===== src/hw/rtl/snf_pkg.sv =====
// ----------------------------------------------------------------------------
// snf_pkg: shared types and constants of the source nesting scanner
// Opcodes, character classes, scanner modes, the queued command and the result.
// ----------------------------------------------------------------------------
`default_nettype none

package snf_pkg;

	// Input opcodes. Code 3 leaves all state alone.
	typedef enum logic [1:0] {
		OP_TEXT  = 2'd0,
		OP_EOL   = 2'd1,
		OP_CLEAR = 2'd2,
		OP_NOP   = 2'd3
	} op_t;

	// Character classes produced by the front end.
	typedef enum logic [3:0] {
		CLS_SPACE  = 4'd0,
		CLS_LBRACK = 4'd1,
		CLS_RBRACK = 4'd2,
		CLS_SEMI   = 4'd3,
		CLS_LPAREN = 4'd4,
		CLS_RPAREN = 4'd5,
		CLS_QUOTE  = 4'd6,
		CLS_TICK   = 4'd7,
		CLS_BSLASH = 4'd8,
		CLS_COLON  = 4'd9,
		CLS_OTHER  = 4'd10
	} cls_t;

	// Scanner modes.
	typedef enum logic [2:0] {
		MODE_NORMAL  = 3'd0,
		MODE_WORD    = 3'd1,
		MODE_TICK    = 3'd2,
		MODE_LINECMT = 3'd3,
		MODE_STRING  = 3'd4,
		MODE_STR_ESC = 3'd5
	} mode_t;

	// Character codes.
	localparam logic [7:0] CH_NUL    = 8'h00;
	localparam logic [7:0] CH_TAB    = 8'h09;
	localparam logic [7:0] CH_LF     = 8'h0A;
	localparam logic [7:0] CH_CR     = 8'h0D;
	localparam logic [7:0] CH_SPACE  = 8'h20;
	localparam logic [7:0] CH_QUOTE  = 8'h22;
	localparam logic [7:0] CH_TICK   = 8'h27;
	localparam logic [7:0] CH_LPAREN = 8'h28;
	localparam logic [7:0] CH_RPAREN = 8'h29;
	localparam logic [7:0] CH_COLON  = 8'h3A;
	localparam logic [7:0] CH_SEMI   = 8'h3B;
	localparam logic [7:0] CH_LBRACK = 8'h5B;
	localparam logic [7:0] CH_BSLASH = 8'h5C;
	localparam logic [7:0] CH_RBRACK = 8'h5D;

	// Queue depths between the parts.
	localparam int CMD_DEPTH = 2;
	localparam int RES_DEPTH = 2;

	// Classified command from the front end to the back end.
	typedef struct packed {
		op_t  op;
		cls_t cls;
	} cmd_t;

	// Result transaction.
	typedef struct packed {
		logic              complete;
		logic signed [7:0] brackets;
		logic [7:0]        comments;
		logic              str_open;
	} res_t;

endpackage

`default_nettype wire


===== src/hw/rtl/snf_fifo.sv =====
// ----------------------------------------------------------------------------
// snf_fifo: small register queue
// First-in first-out queue with push/full and pop/empty sides, shown-ahead read.
// ----------------------------------------------------------------------------
`default_nettype none

module snf_fifo #(
	parameter int WIDTH = 8,
	parameter int DEPTH = 2
) (
	input  wire logic             clk,
	input  wire logic             arst_n,
	input  wire logic             push,
	input  wire logic [WIDTH-1:0] wdata,
	output logic                  full,
	input  wire logic             pop,
	output logic [WIDTH-1:0]      rdata,
	output logic                  empty
);

	localparam int PTR_W = (DEPTH > 1) ? $clog2(DEPTH) : 1;
	localparam int CNT_W = $clog2(DEPTH + 1);

	logic [WIDTH-1:0] mem_q [DEPTH];
	logic [PTR_W-1:0] wr_ptr_q;
	logic [PTR_W-1:0] rd_ptr_q;
	logic [CNT_W-1:0] count_q;
	logic             do_push;
	logic             do_pop;

	assign full    = (count_q == CNT_W'(DEPTH));
	assign empty   = (count_q == '0);
	assign do_push = push && !full;
	assign do_pop  = pop && !empty;
	assign rdata   = mem_q[rd_ptr_q];

	// Pointers and fill count.
	always_ff @(posedge clk or negedge arst_n) begin
		if (!arst_n) begin
			wr_ptr_q <= '0;
			rd_ptr_q <= '0;
			count_q  <= '0;
		end else begin
			if (do_push) begin
				wr_ptr_q <= (wr_ptr_q == PTR_W'(DEPTH - 1)) ? '0 : wr_ptr_q + 1'b1;
			end
			if (do_pop) begin
				rd_ptr_q <= (rd_ptr_q == PTR_W'(DEPTH - 1)) ? '0 : rd_ptr_q + 1'b1;
			end
			unique case ({do_push, do_pop})
				2'b10:   count_q <= count_q + 1'b1;
				2'b01:   count_q <= count_q - 1'b1;
				default: count_q <= count_q;
			endcase
		end
	end

	// Storage needs no reset.
	always_ff @(posedge clk) begin
		if (do_push) begin
			mem_q[wr_ptr_q] <= wdata;
		end
	end

endmodule

`default_nettype wire


===== src/hw/rtl/snf_front.sv =====
// ----------------------------------------------------------------------------
// snf_front: input classifier and command queue
// Maps each incoming character to a class and queues the command for the back end.
// ----------------------------------------------------------------------------
`default_nettype none

module snf_front (
	input  wire logic        clk,
	input  wire logic        arst_n,
	input  wire logic        push,
	input  wire logic [1:0]  opcode,
	input  wire logic [7:0]  char_code,
	output logic             full,
	input  wire logic        cmd_pop,
	output snf_pkg::cmd_t    cmd,
	output logic             cmd_empty
);

	localparam int CMD_W = $bits(snf_pkg::cmd_t);

	snf_pkg::cmd_t    cmd_in;
	logic [CMD_W-1:0] cmd_bits;

	// Character classification. A newline byte sent as text acts as end of line.
	always_comb begin
		cmd_in.op = snf_pkg::op_t'(opcode);
		unique case (char_code)
			snf_pkg::CH_NUL,
			snf_pkg::CH_TAB,
			snf_pkg::CH_CR,
			snf_pkg::CH_SPACE:  cmd_in.cls = snf_pkg::CLS_SPACE;
			snf_pkg::CH_LBRACK: cmd_in.cls = snf_pkg::CLS_LBRACK;
			snf_pkg::CH_RBRACK: cmd_in.cls = snf_pkg::CLS_RBRACK;
			snf_pkg::CH_SEMI:   cmd_in.cls = snf_pkg::CLS_SEMI;
			snf_pkg::CH_LPAREN: cmd_in.cls = snf_pkg::CLS_LPAREN;
			snf_pkg::CH_RPAREN: cmd_in.cls = snf_pkg::CLS_RPAREN;
			snf_pkg::CH_QUOTE:  cmd_in.cls = snf_pkg::CLS_QUOTE;
			snf_pkg::CH_TICK:   cmd_in.cls = snf_pkg::CLS_TICK;
			snf_pkg::CH_BSLASH: cmd_in.cls = snf_pkg::CLS_BSLASH;
			snf_pkg::CH_COLON:  cmd_in.cls = snf_pkg::CLS_COLON;
			default:            cmd_in.cls = snf_pkg::CLS_OTHER;
		endcase
		if (cmd_in.op == snf_pkg::OP_TEXT && char_code == snf_pkg::CH_LF) begin
			cmd_in.op = snf_pkg::OP_EOL;
		end
	end

	// Command queue toward the back end.
	snf_fifo #(
		.WIDTH(CMD_W),
		.DEPTH(snf_pkg::CMD_DEPTH)
	) u_cmd_fifo (
		.clk   (clk),
		.arst_n(arst_n),
		.push  (push),
		.wdata (cmd_in),
		.full  (full),
		.pop   (cmd_pop),
		.rdata (cmd_bits),
		.empty (cmd_empty)
	);

	assign cmd = snf_pkg::cmd_t'(cmd_bits);

endmodule

`default_nettype wire


===== src/hw/rtl/snf_exec.sv =====
// ----------------------------------------------------------------------------
// snf_exec: scanner state machine
// Applies one queued command per cycle, while the result queue has room, to the nesting state and forms the result.
// ----------------------------------------------------------------------------
`default_nettype none

module snf_exec #(
	parameter int DEPTH_BITS = 8
) (
	input  wire logic           clk,
	input  wire logic           arst_n,
	input  wire snf_pkg::cmd_t  cmd,
	input  wire logic           cmd_empty,
	output logic                cmd_pop,
	input  wire logic           res_full,
	output logic                res_push,
	output snf_pkg::res_t       res
);

	localparam int EXT_W = (DEPTH_BITS > 8) ? DEPTH_BITS : 9;

	localparam logic signed [DEPTH_BITS-1:0] NEST_MAX = {1'b0, {(DEPTH_BITS-1){1'b1}}};
	localparam logic signed [DEPTH_BITS-1:0] NEST_MIN = {1'b1, {(DEPTH_BITS-1){1'b0}}};
	localparam logic signed [DEPTH_BITS-1:0] NEST_ONE = 1;
	localparam logic [DEPTH_BITS-1:0]        CMT_MAX  = '1;
	localparam logic [DEPTH_BITS-1:0]        CMT_ONE  = 1;
	localparam logic signed [EXT_W-1:0]      OB_MAX   = 127;
	localparam logic signed [EXT_W-1:0]      OB_MIN   = -128;
	localparam logic [EXT_W-1:0]             OC_MAX   = 255;

	snf_pkg::mode_t                mode_q, mode_d;
	logic signed [DEPTH_BITS-1:0]  nest_q, nest_d;
	logic [DEPTH_BITS-1:0]         cmt_q, cmt_d;
	logic                          colon_q, colon_d;
	logic                          fire;
	logic                          delim;
	logic                          go_top;
	logic                          in_str;
	logic signed [EXT_W-1:0]       nest_ext;
	logic [EXT_W-1:0]              cmt_ext;

	// One command goes through whenever there is one and the result queue has room.
	assign fire     = !cmd_empty && !res_full;
	assign cmd_pop  = fire;
	assign res_push = fire;

	// Delimiters that end a word; newline never reaches here as text.
	assign delim = (cmd.cls == snf_pkg::CLS_SPACE)  || (cmd.cls == snf_pkg::CLS_LBRACK) ||
	               (cmd.cls == snf_pkg::CLS_RBRACK) || (cmd.cls == snf_pkg::CLS_SEMI)   ||
	               (cmd.cls == snf_pkg::CLS_LPAREN) || (cmd.cls == snf_pkg::CLS_RPAREN) ||
	               (cmd.cls == snf_pkg::CLS_QUOTE)  || (cmd.cls == snf_pkg::CLS_TICK);

	// Next-state logic.
	always_comb begin
		mode_d  = mode_q;
		nest_d  = nest_q;
		cmt_d   = cmt_q;
		colon_d = colon_q;
		go_top  = 1'b0;
		unique case (cmd.op)
			snf_pkg::OP_EOL: begin
				if (mode_q == snf_pkg::MODE_STR_ESC) begin
					mode_d = snf_pkg::MODE_STRING;
				end else if (mode_q != snf_pkg::MODE_STRING) begin
					if (mode_q == snf_pkg::MODE_WORD && colon_q && nest_d != NEST_MAX) begin
						nest_d = nest_d + NEST_ONE;
					end
					colon_d = 1'b0;
					mode_d  = snf_pkg::MODE_NORMAL;
				end
			end
			snf_pkg::OP_CLEAR: begin
				mode_d  = snf_pkg::MODE_NORMAL;
				nest_d  = '0;
				cmt_d   = '0;
				colon_d = 1'b0;
			end
			snf_pkg::OP_TEXT: begin
				priority if (mode_q == snf_pkg::MODE_STR_ESC) begin
					mode_d = snf_pkg::MODE_STRING;
				end else if (mode_q == snf_pkg::MODE_STRING) begin
					if (cmd.cls == snf_pkg::CLS_BSLASH) begin
						mode_d = snf_pkg::MODE_STR_ESC;
					end else if (cmd.cls == snf_pkg::CLS_QUOTE) begin
						mode_d = snf_pkg::MODE_NORMAL;
					end
				end else if (cmt_q != '0) begin
					if (cmd.cls == snf_pkg::CLS_LPAREN) begin
						if (cmt_q != CMT_MAX) begin
							cmt_d = cmt_q + CMT_ONE;
						end
					end else if (cmd.cls == snf_pkg::CLS_RPAREN) begin
						cmt_d = cmt_q - CMT_ONE;
					end
				end else if (mode_q == snf_pkg::MODE_LINECMT) begin
					mode_d = mode_q;
				end else if (mode_q == snf_pkg::MODE_WORD || mode_q == snf_pkg::MODE_TICK) begin
					if (!delim) begin
						colon_d = 1'b0;
					end else begin
						// The word ends here; a lone colon word opens a bracket.
						if (mode_q == snf_pkg::MODE_WORD && colon_q && nest_d != NEST_MAX) begin
							nest_d = nest_d + NEST_ONE;
						end
						colon_d = 1'b0;
						mode_d  = snf_pkg::MODE_NORMAL;
						go_top  = 1'b1;
					end
				end else begin
					go_top = 1'b1;
				end
				// Handling of a character between tokens.
				if (go_top) begin
					unique case (cmd.cls)
						snf_pkg::CLS_SPACE,
						snf_pkg::CLS_RPAREN: mode_d = mode_d;
						snf_pkg::CLS_BSLASH: mode_d = snf_pkg::MODE_LINECMT;
						snf_pkg::CLS_LPAREN: cmt_d  = CMT_ONE;
						snf_pkg::CLS_QUOTE:  mode_d = snf_pkg::MODE_STRING;
						snf_pkg::CLS_LBRACK: begin
							if (nest_d != NEST_MAX) begin
								nest_d = nest_d + NEST_ONE;
							end
						end
						snf_pkg::CLS_RBRACK,
						snf_pkg::CLS_SEMI: begin
							if (nest_d != NEST_MIN) begin
								nest_d = nest_d - NEST_ONE;
							end
						end
						snf_pkg::CLS_TICK:   mode_d = snf_pkg::MODE_TICK;
						default: begin
							mode_d  = snf_pkg::MODE_WORD;
							colon_d = (cmd.cls == snf_pkg::CLS_COLON);
						end
					endcase
				end
			end
			// The unused opcode, and an empty queue slot, leave the state alone.
			default: begin
				mode_d = mode_q;
			end
		endcase
	end

	// Result formed from the state after the command.
	always_comb begin
		in_str   = (mode_d == snf_pkg::MODE_STRING) || (mode_d == snf_pkg::MODE_STR_ESC);
		nest_ext = EXT_W'(nest_d);
		cmt_ext  = EXT_W'(cmt_d);
		res.complete = (nest_d[DEPTH_BITS-1] || nest_d == '0) && (cmt_d == '0) && !in_str;
		if (nest_ext > OB_MAX) begin
			res.brackets = 8'sd127;
		end else if (nest_ext < OB_MIN) begin
			res.brackets = -8'sd128;
		end else begin
			res.brackets = nest_ext[7:0];
		end
		res.comments = (cmt_ext > OC_MAX) ? 8'hFF : cmt_ext[7:0];
		res.str_open = in_str;
	end

	// State registers.
	always_ff @(posedge clk or negedge arst_n) begin
		if (!arst_n) begin
			mode_q  <= snf_pkg::MODE_NORMAL;
			nest_q  <= '0;
			cmt_q   <= '0;
			colon_q <= 1'b0;
		end else if (fire) begin
			mode_q  <= mode_d;
			nest_q  <= nest_d;
			cmt_q   <= cmt_d;
			colon_q <= colon_d;
		end
	end

	// A clear returns every state register to its reset value.
	a_clear_resets: assert property (@(posedge clk) disable iff (!arst_n)
		fire && cmd.op == snf_pkg::OP_CLEAR |=>
		nest_q == '0 && cmt_q == '0 && mode_q == snf_pkg::MODE_NORMAL && !colon_q)
		else $error("clear did not reset the scanner state");

	// The unused opcode leaves the state alone.
	a_nop_holds: assert property (@(posedge clk) disable iff (!arst_n)
		fire && cmd.op == snf_pkg::OP_NOP |=>
		$stable(nest_q) && $stable(cmt_q) && $stable(mode_q) && $stable(colon_q))
		else $error("unused opcode changed the scanner state");

	// A string is only ever opened outside of a paren comment.
	a_string_no_comment: assert property (@(posedge clk) disable iff (!arst_n)
		(mode_q == snf_pkg::MODE_STRING || mode_q == snf_pkg::MODE_STR_ESC) |-> cmt_q == '0)
		else $error("string open inside a paren comment");

	// The colon flag only lives inside a plain word.
	a_colon_in_word: assert property (@(posedge clk) disable iff (!arst_n)
		colon_q |-> mode_q == snf_pkg::MODE_WORD)
		else $error("colon flag set outside a word");

endmodule

`default_nettype wire


===== src/hw/rtl/source_nesting_scanner.sv =====
// ----------------------------------------------------------------------------
// source_nesting_scanner: bracket, comment and string tracker for source text
// Path: an input transaction is registered in the command queue, and its result in the result queue.
// Throughput: one transaction per cycle while the result queue has room.
// The command queue and the result queue decouple the two sides.
// Reset: arst_n clears the scanner state and both queues at once.
// ----------------------------------------------------------------------------
`default_nettype none

module source_nesting_scanner #(
	parameter int DEPTH_BITS = 8
) (
	input  wire logic        clk,
	input  wire logic        arst_n,
	input  wire logic        push,
	output logic             full,
	input  wire logic [1:0]  opcode,
	input  wire logic [7:0]  char_code,
	output logic             empty,
	input  wire logic        pop,
	output logic             expression_complete,
	output logic signed [7:0] open_brackets,
	output logic [7:0]       open_comments,
	output logic             string_open
);

	localparam int RES_W = $bits(snf_pkg::res_t);

	snf_pkg::cmd_t    cmd;
	logic             cmd_empty;
	logic             cmd_pop;
	logic             res_full;
	logic             res_push;
	snf_pkg::res_t    res_in;
	snf_pkg::res_t    res_out;
	logic [RES_W-1:0] res_bits;

	// Front end: classify and queue.
	snf_front u_front (
		.clk      (clk),
		.arst_n   (arst_n),
		.push     (push),
		.opcode   (opcode),
		.char_code(char_code),
		.full     (full),
		.cmd_pop  (cmd_pop),
		.cmd      (cmd),
		.cmd_empty(cmd_empty)
	);

	// Back end: scanner state machine.
	snf_exec #(
		.DEPTH_BITS(DEPTH_BITS)
	) u_exec (
		.clk      (clk),
		.arst_n   (arst_n),
		.cmd      (cmd),
		.cmd_empty(cmd_empty),
		.cmd_pop  (cmd_pop),
		.res_full (res_full),
		.res_push (res_push),
		.res      (res_in)
	);

	// Result queue toward the consumer.
	snf_fifo #(
		.WIDTH(RES_W),
		.DEPTH(snf_pkg::RES_DEPTH)
	) u_res_fifo (
		.clk   (clk),
		.arst_n(arst_n),
		.push  (res_push),
		.wdata (res_in),
		.full  (res_full),
		.pop   (pop),
		.rdata (res_bits),
		.empty (empty)
	);

	assign res_out             = snf_pkg::res_t'(res_bits);
	assign expression_complete = res_out.complete;
	assign open_brackets       = res_out.brackets;
	assign open_comments       = res_out.comments;
	assign string_open         = res_out.str_open;

endmodule

`default_nettype wire


===== config.mk =====
export PLATFORM = sky130hd
export DESIGN_NAME = source_nesting_scanner
export DESIGN_NICKNAME = d
export VERILOG_FILES = /design/src/hw/rtl/snf_pkg.sv /design/src/hw/rtl/snf_fifo.sv /design/src/hw/rtl/snf_front.sv /design/src/hw/rtl/snf_exec.sv /design/src/hw/rtl/source_nesting_scanner.sv
export SDC_FILE = /design/constraint.sdc
export NUM_CORES = 1
export LEC_CHECK = 0
export BUFFER_PORTS_ARGS = -buffer_cell sky130_fd_sc_hd__buf_2
export CELL_PAD_IN_SITES_DETAIL_PLACEMENT = 1
export CELL_PAD_IN_SITES_GLOBAL_PLACEMENT = 1
export CORE_MARGIN = 3
export CORE_UTILIZATION = 40
export DETAILED_ROUTE_END_ITERATION = 7
export PLACE_DENSITY_LB_ADDON = 0.1
export SYNTH_ARGS = -nofsm -noshare
export SYNTH_HDL_FRONTEND = slang
export SYNTH_HIERARCHICAL = 1
export SYNTH_SLANG_ARGS = --single-unit

===== constraint.sdc =====
create_clock -name clk -period 8.1 [get_ports clk]
set_input_delay 0.405 -clock clk [delete_from_list [all_inputs] [get_ports clk]]
set_output_delay 0.405 -clock clk [all_outputs]
set_load 0.03 [all_outputs]

==> impl_metrics.env, run 1 <==
export IMPL_status="finished clean"
export IMPL_synth_top_family_by_area="simple AND/OR/NAND/NOR gates"
export IMPL_synth_top_cells_by_count="nand2_1, edfxtp_1, nor2_1, o21ai_0, a21oi_1"
export IMPL_timing_final_max_slew_violations=0
export IMPL_period_share_pct=65.8
export IMPL_synth_edff_count=48
export IMPL_tritoncts="built"
export IMPL_vias=4645
export IMPL_hold_violations=0
export IMPL_die_y_um=123
export IMPL_syn_nets=604
export IMPL_worstSkewPairLatency_ps=330
export IMPL_start_kind="flop"
export IMPL_fin_tns_setup_ps=0
export IMPL_synthAdderAreaFrac_pct=1.61
export IMPL_drc=0
export IMPL_yosysSeqAreaShare_pct=39.4
export IMPL_clock_sinks=76
export IMPL_gp_congestion=0.930
export IMPL_stdcell_count=766
export IMPL_fmaxAchievable_mhz=188
export IMPL_place_detailed_hpwl_mm=11.7
export IMPL_die_area_um2=15000
export IMPL_worst_pin_slew_ps=1140
export IMPL_rows=41
export IMPL_finClkSkew_ps=5.78
export IMPL_wl_per_cell_um=20.2
export IMPL_syn_avg_cell_area_um2=9.33
export IMPL_min_path_type="in -> async"
export IMPL_io_buffer_count=33
export IMPL_drive_gt1_share_pct=17.0
export IMPL_htree_levels=3
export IMPL_antenna_found_initial=0
export IMPL_r2r_start="u_exec/mode_q[2]"
export IMPL_yosysMostFrequentCell="nand2_1"
export IMPL_core_um2=13000
export IMPL_maxCapViolCount=0
export IMPL_fin_nets=610
export IMPL_worst_ep_required_time_ps=8240
export IMPL_yosysUniqueCellTypes=84
export IMPL_finalWirelength_mm=15.5
export IMPL_dr_pass1_iters=4
export IMPL_synth_cell_area_um2=5440
export IMPL_end_kind="flop"
export IMPL_cts_hold_buf=0
export IMPL_power_density_nw_per_um2=391
export IMPL_grt_max_degree=29
export IMPL_antenna_cells=0
export IMPL_multi_input_area_um2=3010
export IMPL_crit_type="reg -> reg"
export IMPL_arrival_ps=5470
export IMPL_synth_compound_area_share_pct=17.8
export IMPL_drt_iter0_drc=343
export IMPL_ys_ff_latch=76
export IMPL_ys_warn_count=6
export IMPL_reg2reg_depth=15
export IMPL_async_flop_share_pct=36.8
export IMPL_cts_resized=0
export IMPL_fp_dieW_um=123
export IMPL_overflow=0
export IMPL_grt_pass1_wl_mm=24.7
export IMPL_placed_cells=750
export IMPL_regArea_um2=2140
export IMPL_initial_utilization_pct=41.9
export IMPL_ys_flop_type="edfxtp_1"
export IMPL_cts_made_buffers=9
export IMPL_synthCells=583
export IMPL_synth_largest_area_cell="edfxtp_1"
export IMPL_grt_use_total_pct=21.3
export IMPL_path_clk_slew_ps=60
export IMPL_synth_area_leaders="edfxtp_1, dfrtp_1, nand2_1, mux2_2, o21ai_0"
export IMPL_synth_xor_area_share_pct=3.57
export IMPL_cp_max_fo=12
export IMPL_io_pins=34
export IMPL_antenna_left=0
export IMPL_cts_root_buffer="clkbuf_16"
export IMPL_crit_path_start="u_exec/mode_q[2]"
export IMPL_clk_path_buf_depth=2
export IMPL_finalSetupViolCount=0
export IMPL_vdd_drop_max_uv=143
export IMPL_syn_to_final_growth_pct=9.39
export IMPL_synth_simple_gate_area_share_pct=23.9
export IMPL_viasPerCell=6.06
export IMPL_synth_top_cell_area_share_pct=26.5
export IMPL_fillers=1498
export IMPL_post_cts_buffers=0
export IMPL_grt_pass1_vias=4541
export IMPL_period_needed_ps=5330
export IMPL_max_slew_margin_rel_pct=22.9
export IMPL_rsz0062_at_grt="false"
export IMPL_synthMuxAreaShare_pct=8.47
export IMPL_p_leak_nw=2.24
## report_power, final
part           internal [mW]  total (mW)  switching [mW]
logic                  0.417        1.17           0.750
registers              0.598       0.734           0.136
clock network          0.270       0.422           0.152
total                   1.28        2.32            1.04
## metal layers
metal / vias up / GRT usage [%] / share of wire [%]
met5: - / 0 / 0
met4: 0 / 4.48 / 0.92
met3: 14 / 2.86 / 4.2
met2: 110 / 35.8 / 47
met1: 2324 / 29.4 / 47
li1: 2197 / - / -
## stage by stage
stage / setup slack, ps / util, % / total power, mW / hold WS (ps) / cell area (um2)
global route: 2410 / 45.8 / 2.48 / 170 / 5950
finish: 2770 / 45.8 / 2.32 / 126 / 5950
global placement: 3140 / 43.4 / 1.87 / 477 / 5630
CTS: 2890 / 45.8 / 2.34 / 144 / 5950
floorplan: 3960 / - / 1.61 / 109 / 5440
detailed placement: 2920 / 43.4 / 1.91 / 490 / 5630
## cells by family (layout without fill, tap and decap cells)
logic type | count (synthesis) | count (layout)
adder cells (fa/ha/maj) | 7 | 7
AO/OA/AOI/OAI | 144 | 144
multiplexers | 39 | 39
flip-flops | 76 | 76
XOR/XNOR | 20 | 20
AND/OR/NAND/NOR | 234 | 234
buffers and inverters | 63 | 74
## critical path: stages (launching register included)
cell	delay, ps
dfrtp_1	500
nor4bb_1	1000
o31ai_1	490
nor2_1	370
mux2i_1	380
inv_1	80
ha_1	250
nand3_1	100
nor2_1	50
a41oi_1	410
nor4_4	130
a21oi_1	220
nor3_1	70
or4_4	560
nand4bb_1	210
o32ai_2	300
## cell usage in the layout (no fill, tap or decap), drive strengths merged, types with 14 or more instances in the layout
| master | count |
|---|---|
| inv | 24 |
| mux2 | 29 |
| dfrtp | 28 |
| nand2 | 63 |
| nor4 | 14 |
| o21ai | 36 |
| a21oi | 30 |
| nor3 | 17 |
| nand3 | 16 |
| buf | 34 |
| xnor2 | 14 |
| nor2 | 40 |
| edfxtp | 48 |
## layout make-up
type | count | share of cell area [%]
multi-input combinational | 444 | 50.6
clock buffer | 10 | 3.85
tap | 172 | 3.62
clock inverter | 6 | 1.49
timing repair buffer | 34 | 2.90
sequential | 76 | 36.0
inverter | 24 | 1.51
## state kept, by name, summed over array words and instances, names as in the netlist
name and count:
u_res_fifo/wr_ptr_q 1, u_exec/colon_q 1, u_exec/mode_q 3, u_res_fifo/rd_ptr_q 1
u_exec/cmt_q 8, u_exec/nest_q 8, u_front/u_cmd_fifo/count_q 2, u_front/u_cmd_fifo/rd_ptr_q 1
u_res_fifo/count_q 2, u_front/u_cmd_fifo/mem_q 12, u_res_fifo/mem_q 36, u_front/u_cmd_fifo/wr_ptr_q 1
## final timing paths
kind	end	slack, ps
min in group clk	u_front/u_cmd_fifo/mem_q[0][5]	290
max in group asynchronous	u_exec/cmt_q[7]	7520
hold / removal	u_front/u_cmd_fifo/wr_ptr_q	130
setup reg to reg	u_res_fifo/mem_q[0][17]	2770
hold reg to reg	u_res_fifo/count_q[1]	500
setup / recovery	u_res_fifo/mem_q[0][17]	2770
No activity file was read; power rests on OpenSTA's default activity.
==> run 2, diff against run 1 <==
==> constraint.sdc (replaced) <==
create_clock -name clk -period 5.57 [get_ports clk]
set_input_delay 0.2785 -clock clk [delete_from_list [all_inputs] [get_ports clk]]
set_output_delay 0.2785 -clock clk [all_outputs]
set_load 0.03 [all_outputs]
==> impl_metrics.env, run 2 (synthesis results as in run 1) <==
export IMPL_largestRegisters="u_res_fifo/mem_q (36), u_front/u_cmd_fifo/mem_q (12)"
export IMPL_fillers=1531
export IMPL_cts_hold_buf=0
export IMPL_antenna_cells=0
export IMPL_overflow=0
export IMPL_vdd_drop_max_uv=194
export IMPL_finClkSkew_ps=8.67
export IMPL_timing_final_max_slew_violations=0
export IMPL_end_kind="flop"
export IMPL_period_share_pct=91.9
export IMPL_post_cts_buffers=0
export IMPL_combPwrFrac_pct=51.3
export IMPL_stdcell_count=771
export IMPL_path_clk_slew_ps=60
export IMPL_largest_register="u_res_fifo/mem_q"
export IMPL_max_slew_margin_rel_pct=27.8
export IMPL_drc=0
export IMPL_final_common_cell="nand2_1"
export IMPL_p_sw_mw=1.53
export IMPL_cts_root_buffer="clkbuf_16"
export IMPL_grt_use_total_pct=21.6
export IMPL_antenna_left=0
export IMPL_place_detailed_hpwl_mm=11.7
export IMPL_worst_pin_slew_ps=1070
export IMPL_die_area_um2=15000
export IMPL_syn_to_final_growth_pct=9.64
export IMPL_fin_nets=615
export IMPL_final_cell_mix="nand2_1, edfxtp_1, nor2_1"
export IMPL_rows=41
export IMPL_power_density_nw_per_um2=565
export IMPL_seqPwrFrac_pct=31.4
export IMPL_drive_gt1_share_pct=17.7
export IMPL_io_buffer_count=33
export IMPL_finalWirelength_mm=15.8
export IMPL_min_path_type="in -> async"
export IMPL_place_area_um2=5670
export IMPL_drt_iter0_drc=303
export IMPL_gp_congestion=0.952
export IMPL_grt_max_degree=29
export IMPL_finalSetupViolCount=0
export IMPL_maxCapViolCount=0
export IMPL_clk_path_buf_depth=2
export IMPL_grt_pass1_vias=4706
export IMPL_p_leak_nw=2.26
export IMPL_worst_ep_required_time_ps=5710
export IMPL_hold_violations=0
export IMPL_wl_per_cell_um=20.4
export IMPL_antenna_found_initial=0
export IMPL_swShare_pct=45.4
export IMPL_io_pins=34
export IMPL_p_int_mw=1.84
export IMPL_cts_made_buffers=9
export IMPL_fmaxAchievable_mhz=195
export IMPL_grt_pass1_wl_mm=24.9
export IMPL_crit_type="reg -> reg"
export IMPL_vias=4655
export IMPL_place_ws_ps=601
export IMPL_core_um2=13000
export IMPL_die_y_um=123
export IMPL_design_area_um2=5960
export IMPL_viasPerCell=6.04
export IMPL_cp_max_fo=12
export IMPL_cts_resized=0
export IMPL_dr_pass1_iters=4
export IMPL_htree_levels=3
export IMPL_worstSkewPairLatency_ps=340
export IMPL_largest_register_ffs=36
export IMPL_period_needed_ps=5120
export IMPL_clock_power_share_pct=17.3
export IMPL_fp_dieW_um=123
export IMPL_tritoncts="built"
export IMPL_rsz0062_at_grt="false"
export IMPL_status="finished clean"
export IMPL_initial_utilization_pct=41.9
export IMPL_start_kind="flop"
export IMPL_arrival_ps=5260
export IMPL_fin_tns_setup_ps=0
export IMPL_setup_ws_ps=451
export IMPL_p_total_mw=3.37
export IMPL_clock_sinks=76
export IMPL_placed_cells=755
run 2: cell types whose count changed in the layout (fill, tap and decap cells not counted), sizes merged:
cell | before | now
buf | 34 | 39
bufinv | 2 | 1
clkbuf | 10 | 11
run 2: worst max-delay path, cell delays in order (launching register included):
cell,delay (ps)
dfrtp_1,560
ha_1,320
nand2_1,100
o31ai_1,890
nor2_1,230
xnor2_1,350
inv_1,110
ha_1,280
nand3_1,100
nor2_1,60
a41oi_1,370
nor4_4,130
a21oi_1,250
nor3_1,70
or4_4,570
nand4bb_1,220
o32ai_2,310
run 2: cell type report:
| cell class | instances | area, um2 | share of cell area, % |
|---|---|---|---|
| Tap cell | 172 | 215 | 3.61 |
| Timing Repair Buffer | 39 | 210 | 3.52 |
| Sequential cell | 76 | 2140 | 35.9 |
| Clock inverter | 5 | 51.3 | 0.860 |
| Multi-Input combinational cell | 444 | 3010 | 50.5 |
| Inverter | 24 | 90.1 | 1.51 |
| Clock buffer | 11 | 243 | 4.07 |
run 2: path summary, 6_finish.rpt:
check	startpoint	end	slack, ps	depth (start not counted)
worst max-delay path	u_exec/nest_q[0]	u_res_fifo/mem_q[1][17]	450	16
min in group clk	opcode[1]	u_front/u_cmd_fifo/mem_q[1][5]	150	1
worst min register to register	u_res_fifo/count_q[1]	u_res_fifo/count_q[1]	500	1
worst min-delay path	arst_n	u_front/u_cmd_fifo/wr_ptr_q	10	1
max in group asynchronous	arst_n	u_exec/nest_q[7]	5070	1
worst max register to register	u_exec/nest_q[0]	u_res_fifo/mem_q[1][17]	450	16
run 2: per-stage QoR:
stage	utilization (%)	hold slack, ps
after floorplan	-	-17.1
after global placement	43.7	390
after detailed placement	43.7	387
after CTS	45.9	29.6
after global routing	45.9	60.5
final	45.9	12.6
run 2: routing by layer:
metal	track usage, %	vias up	share of wire, %
li1	-	2210	-
met1	29.1	2325	47
met2	35.5	102	47
met3	3.64	18	4.2
met4	7.07	0	1.4
met5	0	-	0
run 2: power by group through the flow:
stage	Sequential, mW	Clock (mW)	Combinational [mW]
after global placement	1.05	0	1.69
after detailed placement	1.07	0	1.72
final	1.06	0.584	1.73
after CTS	1.06	0.599	1.73
after floorplan	0.940	0	1.41
after global routing	1.09	0.627	1.87
